## config.mk

```make
export PLATFORM = sky130hd
export DESIGN_NAME = kms_isqrt
export DESIGN_NICKNAME = d
export VERILOG_FILES = /design/src/kms_pkg.sv /design/src/kms_isqrt.sv
export SDC_FILE = /design/constraint.sdc
export NUM_CORES = 1
export LEC_CHECK = 0
export CAP_MARGIN = 0
export CORE_ASPECT_RATIO = 1.75
export CORE_MARGIN = 1.5
export CORE_UTILIZATION = 30
export CTS_BUF_LIST = sky130_fd_sc_hd__clkbuf_8
export CTS_CLUSTER_SIZE = 40
export DETAILED_ROUTE_END_ITERATION = 10
export DONT_BUFFER_PORTS = 1
export HOLD_SLACK_MARGIN = 0.06
export PLACE_DENSITY = 0.41
export RECOVER_POWER = 100
export SLEW_MARGIN = 10
export SYNTH_ARGS = -nofsm -noshare
export SYNTH_HDL_FRONTEND = slang
export SYNTH_SLANG_ARGS = --single-unit
```

## constraint.sdc

```tcl
create_clock -name clk -period 7.1 [get_ports clk]
set_input_delay 0 -clock clk [delete_from_list [all_inputs] [get_ports clk]]
set_output_delay 0 -clock clk [all_outputs]
set_load 0.1 [all_outputs]
```

## src/kms_pkg.sv

```systemverilog
// shared types and constants of the k-medoids medoid select block
package kms_pkg;

  localparam int MAX_POINTS_DEF   = 256;
  localparam int MAX_DIMS_DEF     = 8;
  localparam int MAX_CLUSTERS_DEF = 16;

  localparam int COORD_W    = 16;
  localparam int LABEL_W    = 4;
  localparam int INDEX_W    = 8;
  localparam int CFG_IDX_W  = 1;
  localparam int CFG_DATA_W = 5;
  localparam int NCLUS_W    = 5;
  localparam int DIMS_W     = 4;

  localparam logic [CFG_IDX_W-1:0] REG_NUM_CLUSTERS = 1'b0;
  localparam logic [CFG_IDX_W-1:0] REG_DIMS         = 1'b1;

  localparam logic [NCLUS_W-1:0] NCLUS_RST = 5'd1;
  localparam logic [DIMS_W-1:0]  DIMS_RST  = 4'd8;

  typedef struct packed {
    logic [LABEL_W-1:0]        cluster_id;
    logic signed [COORD_W-1:0] coord_0;
    logic signed [COORD_W-1:0] coord_1;
    logic signed [COORD_W-1:0] coord_2;
    logic signed [COORD_W-1:0] coord_3;
    logic signed [COORD_W-1:0] coord_4;
    logic signed [COORD_W-1:0] coord_5;
    logic signed [COORD_W-1:0] coord_6;
    logic signed [COORD_W-1:0] coord_7;
    logic                      last_point;
  } in_beat_t;

  typedef struct packed {
    logic [LABEL_W-1:0]        cluster;
    logic [INDEX_W-1:0]        medoid_index;
    logic signed [COORD_W-1:0] medoid_coord_0;
    logic signed [COORD_W-1:0] medoid_coord_1;
    logic signed [COORD_W-1:0] medoid_coord_2;
    logic signed [COORD_W-1:0] medoid_coord_3;
    logic signed [COORD_W-1:0] medoid_coord_4;
    logic signed [COORD_W-1:0] medoid_coord_5;
    logic signed [COORD_W-1:0] medoid_coord_6;
    logic signed [COORD_W-1:0] medoid_coord_7;
    logic                      last_medoid;
  } out_beat_t;

  typedef struct packed {
    logic busy;
    logic done;
  } sq_stat_t;

endpackage

```

## src/kms_isqrt.sv

```systemverilog
// iterative floor square root, one result bit per cycle
module kms_isqrt import kms_pkg::*; #(
  parameter int SQW = 35,
  parameter int RW  = (SQW + 1) / 2
) (
  input  logic           clk,
  input  logic           rst_n,
  input  logic           start,
  input  logic [SQW-1:0] x,
  output sq_stat_t       stat,
  output logic [RW-1:0]  root
);

  localparam int CNW = $clog2(RW + 1);

  logic [2*RW-1:0] x_r;
  logic [RW+1:0]   rem_r;
  logic [RW-1:0]   root_r;
  logic [CNW-1:0]  cnt_r;
  logic            busy_r;
  logic            done_r;
  logic [RW+1:0]   rem_t;
  logic [RW+1:0]   trial;

  assign rem_t = {rem_r[RW-1:0], x_r[2*RW-1 -: 2]};
  assign trial = {root_r, 2'b01};

  always_ff @(posedge clk) begin
    if (!rst_n) begin
      busy_r <= 1'b0;
      done_r <= 1'b0;
      cnt_r  <= '0;
    end else begin
      done_r <= 1'b0;
      if (start) begin
        busy_r <= 1'b1;
        cnt_r  <= '0;
        x_r    <= (2*RW)'(x);
        rem_r  <= '0;
        root_r <= '0;
      end else if (busy_r) begin
        x_r <= x_r << 2;
        if (rem_t >= trial) begin
          rem_r  <= rem_t - trial;
          root_r <= {root_r[RW-2:0], 1'b1};
        end else begin
          rem_r  <= rem_t;
          root_r <= {root_r[RW-2:0], 1'b0};
        end
        cnt_r <= cnt_r + 1'b1;
        if (cnt_r == CNW'(RW - 1)) begin
          busy_r <= 1'b0;
          done_r <= 1'b1;
        end
      end
    end
  end

  assign stat.busy = busy_r;
  assign stat.done = done_r;
  assign root      = root_r;

endmodule

```

==> results of run 1 <==
sequential cells by signal (all words and copies together) (netlist names):
register,flops
rem_r,18
done_r,1
cnt_r,5
x_r,36
root,18
busy_r,1
metal layers:
metal  share of wire [%]  global-route usage, %  up-vias  routed length (um)
li1                    -                      -     1429                   -
met1                  37                   14.6     1435                3700
met2                  58                   26.0       60                5880
met3                 2.9                   2.47       13                 291
met4                 2.3                   6.24        0                 231
met5                   0                      0        -                   0
critical path: cells and delay by family, from the launching register on:
kind	cells	cell delay, ns
buffers and inverters	1	0.19
AND/OR/NAND/NOR	1	0.27
adder cells (fa/ha/maj)	1	0.47
AO/OA/AOI/OAI	5	2.81
flip-flops	1	0.96
report_power, final:
part / switching [W] / total, W / internal (W)
clock network: 0.000191 / 0.000357 / 0.000166
logic: 0.000140 / 0.000247 / 0.000106
registers: 0.0000593 / 0.000610 / 0.000551
through the flow:
step / util [%] / instances / hold slack, ns / setup WS, ns
global placement: 31.8 / 533 / 0.142 / 3.45
detailed placement: 31.8 / 533 / 0.141 / 3.43
CTS: 35.9 / 586 / 0.0813 / 3.40
finish: 35.6 / 586 / 0.0890 / 2.18
global route: 35.6 / 586 / 0.106 / 1.75
floorplan: - / 366 / 0.204 / 4.05
cells in the mapped netlist, types with 2 or more instances:
cell type,count
edfxtp_1,72
nor2_1,45
mux2_2,33
inv_1,26
ha_1,22
a21oi_1,16
nand2_1,12
o21ai_0,11
a21o_1,9
o21a_1,8
xnor2_1,8
dfxtp_1,7
mux2i_1,6
xor2_1,6
clkbuf_1,5
nand4_1,5
o2111ai_1,5
a211o_1,4
a211oi_2,4
and3_1,4
buf_1,4
nand2b_1,4
nand3_1,4
or3_1,4
a211oi_1,3
and2_1,3
nand3b_1,3
nor3_1,3
buf_4,2
nor2b_1,2
or2_2,2
final cells by class:
| class | count | area (um^2) | area share [%] |
|---|---|---|---|
| clock buffer | 9 | 124 | 2.44 |
| clock inverter | 7 | 78.8 | 1.55 |
| tap | 180 | 225 | 4.43 |
| timing repair buffer | 38 | 392 | 7.71 |
| inverter | 26 | 97.6 | 1.92 |
| sequential | 79 | 2300 | 45.3 |
| multi-input combinational | 247 | 1860 | 36.7 |
what timing repair did:
| action | 4_1_cts | 5_1_grt |
|---|---|---|
| hold buffers | 37 | 0 |
| hold endpoints to repair | 79 | 0 |
| setup endpoints to repair | 0 | 0 |
kinds of logic after synthesis:
group | Yosys count | share of synthesized area [%]
DFF | 79 | 52.5
muxes | 39 | 9.84
xor gates and xnor gates | 14 | 2.80
and+or+nand+nor | 97 | 11.0
AOI/OAI and AO/OA | 75 | 13.6
adders and majority gates | 22 | 6.28
buffers and inverters | 40 | 4.05
worst paths after layout:
kind / startpoint / to / slack, ns / depth (start not counted)
setup / recovery: root[13]$_SDFFCE_PP0P_ / rem_r[15]$_SDFFCE_PP0P_ / 2.18 / 8
hold / removal: start / root[6]$_SDFFCE_PP0P_ / 0.09 / 2
setup reg to reg: root[13]$_SDFFCE_PP0P_ / rem_r[15]$_SDFFCE_PP0P_ / 2.18 / 8
hold reg to reg: cnt_r[1]$_SDFFE_PP0P_ / cnt_r[1]$_SDFFE_PP0P_ / 0.52 / 2
==> impl_metrics.py, run 1 <==
metrics = {
    "drt": {
        "route.detailed.drc": 0,
        "viasPerCell": 5.01,
        "ant_nets": 0,
        "first_pass_iters": 4,
        "vias": 2937,
        "wirelength_um": 10100,
        "avgRoutedWirePerCell_um": 17.2,
        "first_iter_violations": 131,
    },
    "finish": {
        "fillers": 1457,
        "final_area_um2": 5080,
        "area_growth_pct": 15.9,
        "drive_above_1_share_pct": 14.3,
        "final_common_cell": "edfxtp_1",
        "nets": 461,
        "diodes": 0,
        "final_cell_mix": "72 x edfxtp_1, 45 x nor2_1, 36 x dlygate4sd3_1",
    },
    "timing": {
        "min_period_over_period_pct": 69.3,
        "max_freq_mhz": 203,
        "tns_ns": 0,
        "finalCriticalPeriod_ns": 4.92,
        "setup_viol_count_final": 0,
        "worst_slew_pin_slew_ns": 3.28,
        "slew_violations": 109,
        "max_slew_margin_pct": -118,
        "hold_violations": 0,
        "fin_skew_ns": 0.0187,
        "rsz0062_at_grt": "false",
    },
    "clock_tree": {
        "ctsResizeCount": 0,
        "cts_buffers": 9,
        "cts_tree": "done",
        "cts.path.max_buffers": 2,
        "clk_pin_slew_ns": 0.10,
        "root_buffer": "clkbuf_8",
        "insertion_delay_ns": 0.37,
        "cts_sinks": 79,
        "cts_setup_buffers": 0,
        "htreeDepth": 3,
    },
    "logic_synthesis": {
        "yosysWarnings": 0,
        "async_reset_ff_share_pct": 0,
        "syn-cell-area_um2": 4390,
        "synth-edff-count": 72,
        "synth_top_flop_cell": "edfxtp_1",
        "yosysTopAreaCell": "edfxtp_1",
        "synth_nets": 426,
        "synth_top_area_share_pct": 49.3,
        "synth.distinct_cells": 55,
        "syn_inst": 366,
        "ys_seq_area_share_pct": 52.5,
        "ys_seq_elements": 79,
        "netlist_top_cells_area": "edfxtp_1 49%, mux2_2 8.5%, ha_1 6.3%",
        "syn-mean-instance-area_um2": 12.0,
    },
    "power_and_ir_drop": {
        "finalPower_w": 0.00121,
        "cellPowerDensity_nw_per_um2": 239,
        "power_leakage_nw": 1.90,
        "irDropWorstVdd_uv": 122,
    },
    "grt": {
        "grt_pass1_vias": 3163,
        "grt_first_pass_wirelength_um": 16000,
        "grt_max_degree": 77,
        "antenna_found_initial": 0,
        "grt_usage_pct": 13.9,
        "overflow": 0,
    },
    "placed_design": {
        "placed_area_um2": 4550,
        "place_congestion": 0.803,
        "dp_hpwl_um": 6810,
        "portBuffers": 0,
    },
    "setup_path": {
        "critPathLaunchType": "flop",
        "cpPeakStageDelay_ns": 1.94,
        "crit_path_max_fanout": 26,
        "worst_ep_arrival_time_ns": 5.06,
        "cp-end-kind": "flop",
        "crit_type": "flop to flop",
        "critPathSlowestCell": "o211ai_1",
        "crit_chain": "inv_1 -> ha_1 -> a21o_1 -> a31o_2 -> a31oi_1 -> o211ai_1 -> nand2b_1 -> o32ai_1",
        "crit_required_ns": 7.24,
    },
    "floorplanning": {
        "rows": 58,
        "start_util_pct": 30.7,
        "die_area_um2": 15400,
        "dieHeight_um": 163,
        "die_w_um": 94.4,
        "num_io_pins": 58,
        "coreArea_um2": 14300,
    },
    "status": {
        "status": "finished with violations",
        "failed_checks": "capacitance limit, slew limit",
    },
    "min_path": {
        "min_path_type": "input pin to flop",
    },
    "flow_run": {
        "cap_violations": 3,
    },
}
Power figures use the tool's default switching activity.
==> inputs of run 2 (changes only) <==
clock period = 4.58 ns   (was 7.1 ns; I/O delays follow)
==> run 2 against run 1 <==
  * Largest power group unchanged
  * Die area did not move
  * Worst hold slack better by 0.015 ns
  * First-iteration DRC count shrank 24%
  * Wire length is 0.92% lower
  * Worst setup slack lost 1.3 ns
  * Combinational power rose by 87%
  * The flow still finishes with violations (capacitance limit, slew limit)
  * Clock power rose by 81%
  * Highest routed layer unchanged
==> impl_metrics.py, run 2 (synthesis gave the netlist of run 1 again) <==
metrics = {
    "status": {
        "status": "finished with violations",
        "failed_checks": "capacitance limit, slew limit",
    },
    "floorplanning": {
        "start_util_pct": 30.7,
        "die_area_um2": 15400,
        "die_w_um": 94.4,
        "dieHeight_um": 163,
        "coreArea_um2": 14300,
        "num_io_pins": 58,
        "rows": 58,
    },
    "timing": {
        "fin_ws_ns": 0.890,
        "hold_violations": 0,
        "timing.hold.ws_ns": 0.104,
        "tns_ns": 0,
        "max_slew_margin_pct": -2.43,
        "slew_violations": 9,
        "finalCriticalPeriod_ns": 3.69,
        "fin_skew_ns": 0.0103,
        "rsz0062_at_grt": "false",
        "max_freq_mhz": 271,
        "setup_viol_count_final": 0,
        "worst_slew_pin_slew_ns": 1.54,
        "min_period_over_period_pct": 80.6,
    },
    "clock_tree": {
        "cts_hold_buf": 37,
        "insertion_delay_ns": 0.36,
        "ctsResizeCount": 0,
        "cts.path.max_buffers": 2,
        "root_buffer": "clkbuf_8",
        "cts_setup_buffers": 0,
        "clk_pin_slew_ns": 0.09,
        "cts_buffers": 9,
        "cts_sinks": 79,
        "htreeDepth": 3,
        "cts_tree": "done",
    },
    "setup_path": {
        "crit_type": "flop to flop",
        "reg2reg_slack_ns": 0.89,
        "cp-end-kind": "flop",
        "rr_startpoint": "root[16]$_SDFFCE_PP0P_",
        "crit_family": "compound AO/OA/AOI/OAI gates",
        "crit_required_ns": 4.76,
        "critPathLaunchType": "flop",
        "cpPeakStageDelay_ns": 0.88,
        "crit_chain": "clkbuf_1 -> inv_1 -> ha_1 -> nand4_1 -> o41ai_4 -> o31ai_1 -> o211ai_4 -> nand2b_1 -> o32ai_1",
        "worst_ep_arrival_time_ns": 3.87,
        "crit_path_max_fanout": 26,
        "critPathBufInv": 2,
        "worstReg2RegEnd": "rem_r[15]$_SDFFCE_PP0P_",
        "reg2reg_depth": 9,
        "critPathSlowestCell": "clkbuf_1",
    },
    "power_and_ir_drop": {
        "p_int_w": 0.00139,
        "irDropWorstVdd_uv": 176,
        "p_switching_w": 0.000594,
        "swShare_pct": 30.0,
        "power_frac_seq_pct": 44.0,
        "pwr-share-clk_pct": 32.6,
        "p_comb_share_pct": 23.3,
        "cellPowerDensity_nw_per_um2": 378,
        "power_leakage_nw": 1.99,
    },
    "finish": {
        "regMostFlops": "x_r",
        "final_common_cell": "edfxtp_1",
        "drive_above_1_share_pct": 16.0,
        "multi_input_area_um2": 1870,
        "fin_cells": 605,
        "largest_register_ff_count": 36,
        "final_cell_mix": "72 x edfxtp_1, 45 x nor2_1, 36 x dlygate4sd3_1",
        "area_growth_pct": 19.4,
        "final_area_um2": 5240,
        "nets": 480,
        "regArea_um2": 2300,
        "diodes": 0,
        "fillers": 1446,
    },
    "min_path": {
        "whs_endpoint": "root[6]$_SDFFCE_PP0P_",
        "min_path_cells": 2,
        "holdCritStartpoint": "start",
        "min_path_type": "input pin to flop",
    },
    "placed_design": {
        "place_congestion": 0.806,
        "dp_hpwl_um": 6910,
        "portBuffers": 0,
        "dp_slack_ns": 1.46,
        "placed_area_um2": 4690,
        "dp_cells": 552,
    },
    "grt": {
        "grt_max_degree": 77,
        "antenna_found_initial": 0,
        "overflow": 0,
        "grt_first_pass_wirelength_um": 16200,
        "grt_usage_pct": 14.0,
        "grt_pass1_vias": 3200,
    },
    "drt": {
        "wirelength_um": 10000,
        "first_iter_violations": 100,
        "first_pass_iters": 4,
        "route.detailed.drc": 0,
        "vias": 2980,
        "viasPerCell": 4.93,
        "ant_nets": 0,
        "avgRoutedWirePerCell_um": 16.5,
    },
    "flow_run": {
        "cap_violations": 1,
    },
}
## run 2: changes by cell type in the layout (fill, tap and decap cells not counted), moves of 2 or more
cell / delta
inv_6: -2
clkinvlp_4: -2
bufinv_16: +2
clkbuf_1: +10
buf_4: +9
## run 2: area by class of cell
| type | instances | share of cell area [%] |
|---|---|---|
| Timing Repair Buffer | 57 | 9.48 |
| Sequential cell | 79 | 44.0 |
| Clock buffer | 9 | 2.37 |
| Clock inverter | 7 | 2.29 |
| Inverter | 26 | 1.86 |
| Tap cell | 180 | 4.30 |
| Multi-Input combinational cell | 247 | 35.7 |
## run 2: worst reg2reg max path: cells and delay by family, from the launching register on
kind,cells,cell delay [ns]
compound gates,4,1.36
buf+inv,2,1.06
simple gates,2,0.39
fa+ha+maj,1,0.38
flops,1,0.33
## run 2: power by group through the flow
stage | logic, W | clock network [W] | registers, W
2_1_floorplan | 0.000301 | 0 | 0.000951
3_3_place_gp | 0.000440 | 0 | 0.000889
3_5_place_dp | 0.000442 | 0 | 0.000889
4_1_cts | 0.000482 | 0.000668 | 0.000872
5_1_grt | 0.000506 | 0.000694 | 0.000878
6_report | 0.000462 | 0.000646 | 0.000871
## run 2: worst max-delay path by stage
stage                           start                      end  slack (ns)  depth (start not counted)
2_1_floorplan  root[13]$_SDFFCE_PP0P_   rem_r[7]$_SDFFCE_PP0P_        1.53                          9
3_3_place_gp    root[2]$_SDFFCE_PP0P_  rem_r[17]$_SDFFCE_PP0P_        1.50                          9
3_5_place_dp    root[2]$_SDFFCE_PP0P_  rem_r[17]$_SDFFCE_PP0P_        1.46                          9
4_1_cts        root[11]$_SDFFCE_PP0P_  rem_r[15]$_SDFFCE_PP0P_        1.43                          9
5_1_grt        root[16]$_SDFFCE_PP0P_  rem_r[15]$_SDFFCE_PP0P_        0.66                          9
6_report       root[16]$_SDFFCE_PP0P_  rem_r[15]$_SDFFCE_PP0P_        0.89                          9
## run 2: metal layers
metal / GRT usage (%) / share of wire [%] / up-vias
li1: - / - / 1461
met1: 14.8 / 38 / 1428
met2: 25.6 / 55 / 71
met3: 3.08 / 3.6 / 20
met4: 6.24 / 2.8 / 0
met5: 0 / 0 / -
## run 2: per-stage QoR
stage | power [W] | utilization [%]
final | 0.00198 | 36.6
after global routing | 0.00208 | 36.6
after floorplan | 0.00125 | -
after CTS | 0.00202 | 37.2
after detailed placement | 0.00133 | 32.8
after global placement | 0.00133 | 32.8
==> inputs of run 3 (changes only) <==
clock period = 3.5 ns   (was 4.58 ns; I/O delays follow)
==> run 3 against run 2 <==
  * Worst setup slack lost 0.31 ns
  * Total power grew 21%
  * Wire length grew 1.2%
  * Clock power is essentially flat
  * Register-to-register slack lost 0.31 ns
  * Global-route usage shrank 0.12 points
  * The run still ends with capacitance limit, slew limit left
  * Fmax grew 26%
  * Final cell count shrank 0.17%
  * Critical endpoint is now rem_r[17]$_SDFFCE_PP0P_
==> impl_metrics.py, run 3 (synthesis gave the netlist of run 1 again) <==
metrics = {
    "timing": {
        "tns_ns": 0,
        "max_slew_margin_pct": -22.9,
        "rsz0062_at_grt": "false",
        "hold_violations": 0,
        "fin_skew_ns": 0.00787,
        "slew_violations": 74,
        "setup_viol_count_final": 0,
        "worst_slew_pin_slew_ns": 1.84,
        "finalCriticalPeriod_ns": 2.92,
        "max_freq_mhz": 342,
        "fin_ws_ns": 0.576,
        "min_period_over_period_pct": 83.5,
    },
    "min_path": {
        "min_path_cells": 2,
        "whs_endpoint": "root[4]$_SDFFCE_PP0P_",
        "holdCritStartpoint": "start",
        "min_path_type": "input pin to flop",
    },
    "grt": {
        "grt_first_pass_wirelength_um": 15800,
        "grt_pass1_vias": 3108,
        "overflow": 0,
        "antenna_found_initial": 0,
        "grt_usage_pct": 13.8,
        "grt_max_degree": 77,
    },
    "power_and_ir_drop": {
        "power_leakage_nw": 1.92,
        "irDropWorstVdd_uv": 254,
        "cellPowerDensity_nw_per_um2": 466,
    },
    "finish": {
        "final_common_cell": "edfxtp_1",
        "drive_above_1_share_pct": 13.9,
        "diodes": 0,
        "largest_register_ff_count": 36,
        "final_cell_mix": "72 x edfxtp_1, 45 x nor2_1, 36 x dlygate4sd3_1",
        "nets": 479,
        "area_growth_pct": 17.2,
        "regMostFlops": "x_r",
        "fillers": 1441,
    },
    "clock_tree": {
        "cts.path.max_buffers": 2,
        "ctsResizeCount": 0,
        "cts_tree": "done",
        "root_buffer": "clkbuf_8",
        "cts_sinks": 79,
        "insertion_delay_ns": 0.35,
        "clk_pin_slew_ns": 0.09,
        "htreeDepth": 3,
        "cts_buffers": 9,
    },
    "placed_design": {
        "place_congestion": 0.776,
        "portBuffers": 0,
        "dp_hpwl_um": 6890,
        "dp_slack_ns": 0.683,
    },
    "drt": {
        "avgRoutedWirePerCell_um": 16.8,
        "wirelength_um": 10100,
        "vias": 2976,
        "first_pass_iters": 4,
        "viasPerCell": 4.93,
        "route.detailed.drc": 0,
        "ant_nets": 0,
        "first_iter_violations": 132,
    },
    "setup_path": {
        "crit_path_max_fanout": 26,
        "cp-end-kind": "flop",
        "worstReg2RegEnd": "rem_r[17]$_SDFFCE_PP0P_",
        "crit_required_ns": 3.72,
        "critPathSlowestCell": "a31oi_1",
        "crit_chain": "ha_1 -> a21o_1 -> a31o_2 -> a31oi_1 -> o211ai_4 -> or3b_1 -> nand4_1",
        "critPathBufInv": 0,
        "crit_type": "flop to flop",
        "startpoint": "rem_r[13]$_SDFFCE_PP0P_",
        "crit_family": "compound AO/OA/AOI/OAI gates",
        "reg2reg_slack_ns": 0.58,
        "reg2reg_depth": 7,
        "rr_startpoint": "rem_r[13]$_SDFFCE_PP0P_",
        "critPathLaunchType": "flop",
        "worst_ep_arrival_time_ns": 3.14,
        "cpPeakStageDelay_ns": 0.52,
    },
    "status": {
        "status": "finished with violations",
        "failed_checks": "capacitance limit, slew limit",
    },
    "floorplanning": {
        "rows": 58,
        "die_w_um": 94.4,
        "start_util_pct": 30.7,
        "num_io_pins": 58,
        "coreArea_um2": 14300,
        "dieHeight_um": 163,
        "die_area_um2": 15400,
    },
    "flow_run": {
        "cap_violations": 1,
    },
}
-- run 3: cell types whose count changed in the layout (fill, tap and decap cells not counted), sizes merged --
| cell | before | now |
|---|---|---|
| buf | 10 | 1 |
| clkbuf | 20 | 28 |
| bufinv | 3 | 0 |
| inv | 27 | 29 |
| clkinvlp | 1 | 2 |
-- run 3: per-stage QoR --
step	std cells	power, W	hold slack (ns)	util [%]	cell area [um^2]
final	604	0.00239	0.100	36.0	5140
after global routing	604	0.00252	0.113	36.0	5140
after CTS	604	0.00246	0.0914	36.7	5250
after detailed placement	551	0.00174	0.141	32.7	4680
after global placement	551	0.00174	0.148	32.7	4680
after floorplan	366	0.00164	0.204	-	4390
-- run 3: worst max path at each step --
stage	to	slack, ns	cells after the start
after floorplan	rem_r[7]$_SDFFCE_PP0P_	0.45	9
after global placement	rem_r[15]$_SDFFCE_PP0P_	0.71	7
after detailed placement	rem_r[17]$_SDFFCE_PP0P_	0.68	8
after CTS	rem_r[15]$_SDFFCE_PP0P_	0.64	8
after global routing	rem_r[15]$_SDFFCE_PP0P_	0.33	8
final	rem_r[17]$_SDFFCE_PP0P_	0.58	7
-- run 3: repair_timing --
item / 4_1_cts / 5_1_grt
endpoints found under the hold margin: 79 / 0
hold buffers: 37 / 0
setup buffers: 0 / 0
-- run 3: layout make-up --
| cell class | count | area, um^2 | area share, % |
|---|---|---|---|
| Multi-Input combinational cell | 247 | 1880 | 36.5 |
| Timing Repair Buffer | 56 | 459 | 8.93 |
| Clock inverter | 7 | 53.8 | 1.05 |
| Tap cell | 180 | 225 | 4.38 |
| Clock buffer | 9 | 124 | 2.41 |
| Inverter | 26 | 97.6 | 1.90 |
| Sequential cell | 79 | 2300 | 44.8 |
-- run 3: power breakdown --
part	switching, W	internal [W]
clock	0.000385	0.000264
sequential	0.0000282	0.00111
combinational	0.000383	0.000219
-- run 3: per-layer routing --
metal / GRT usage [%] / wire [um]
met2: 26.8 / 5830
met5: 0 / 0
met4: 6.78 / 305
met1: 13.6 / 3720
met3: 2.43 / 273
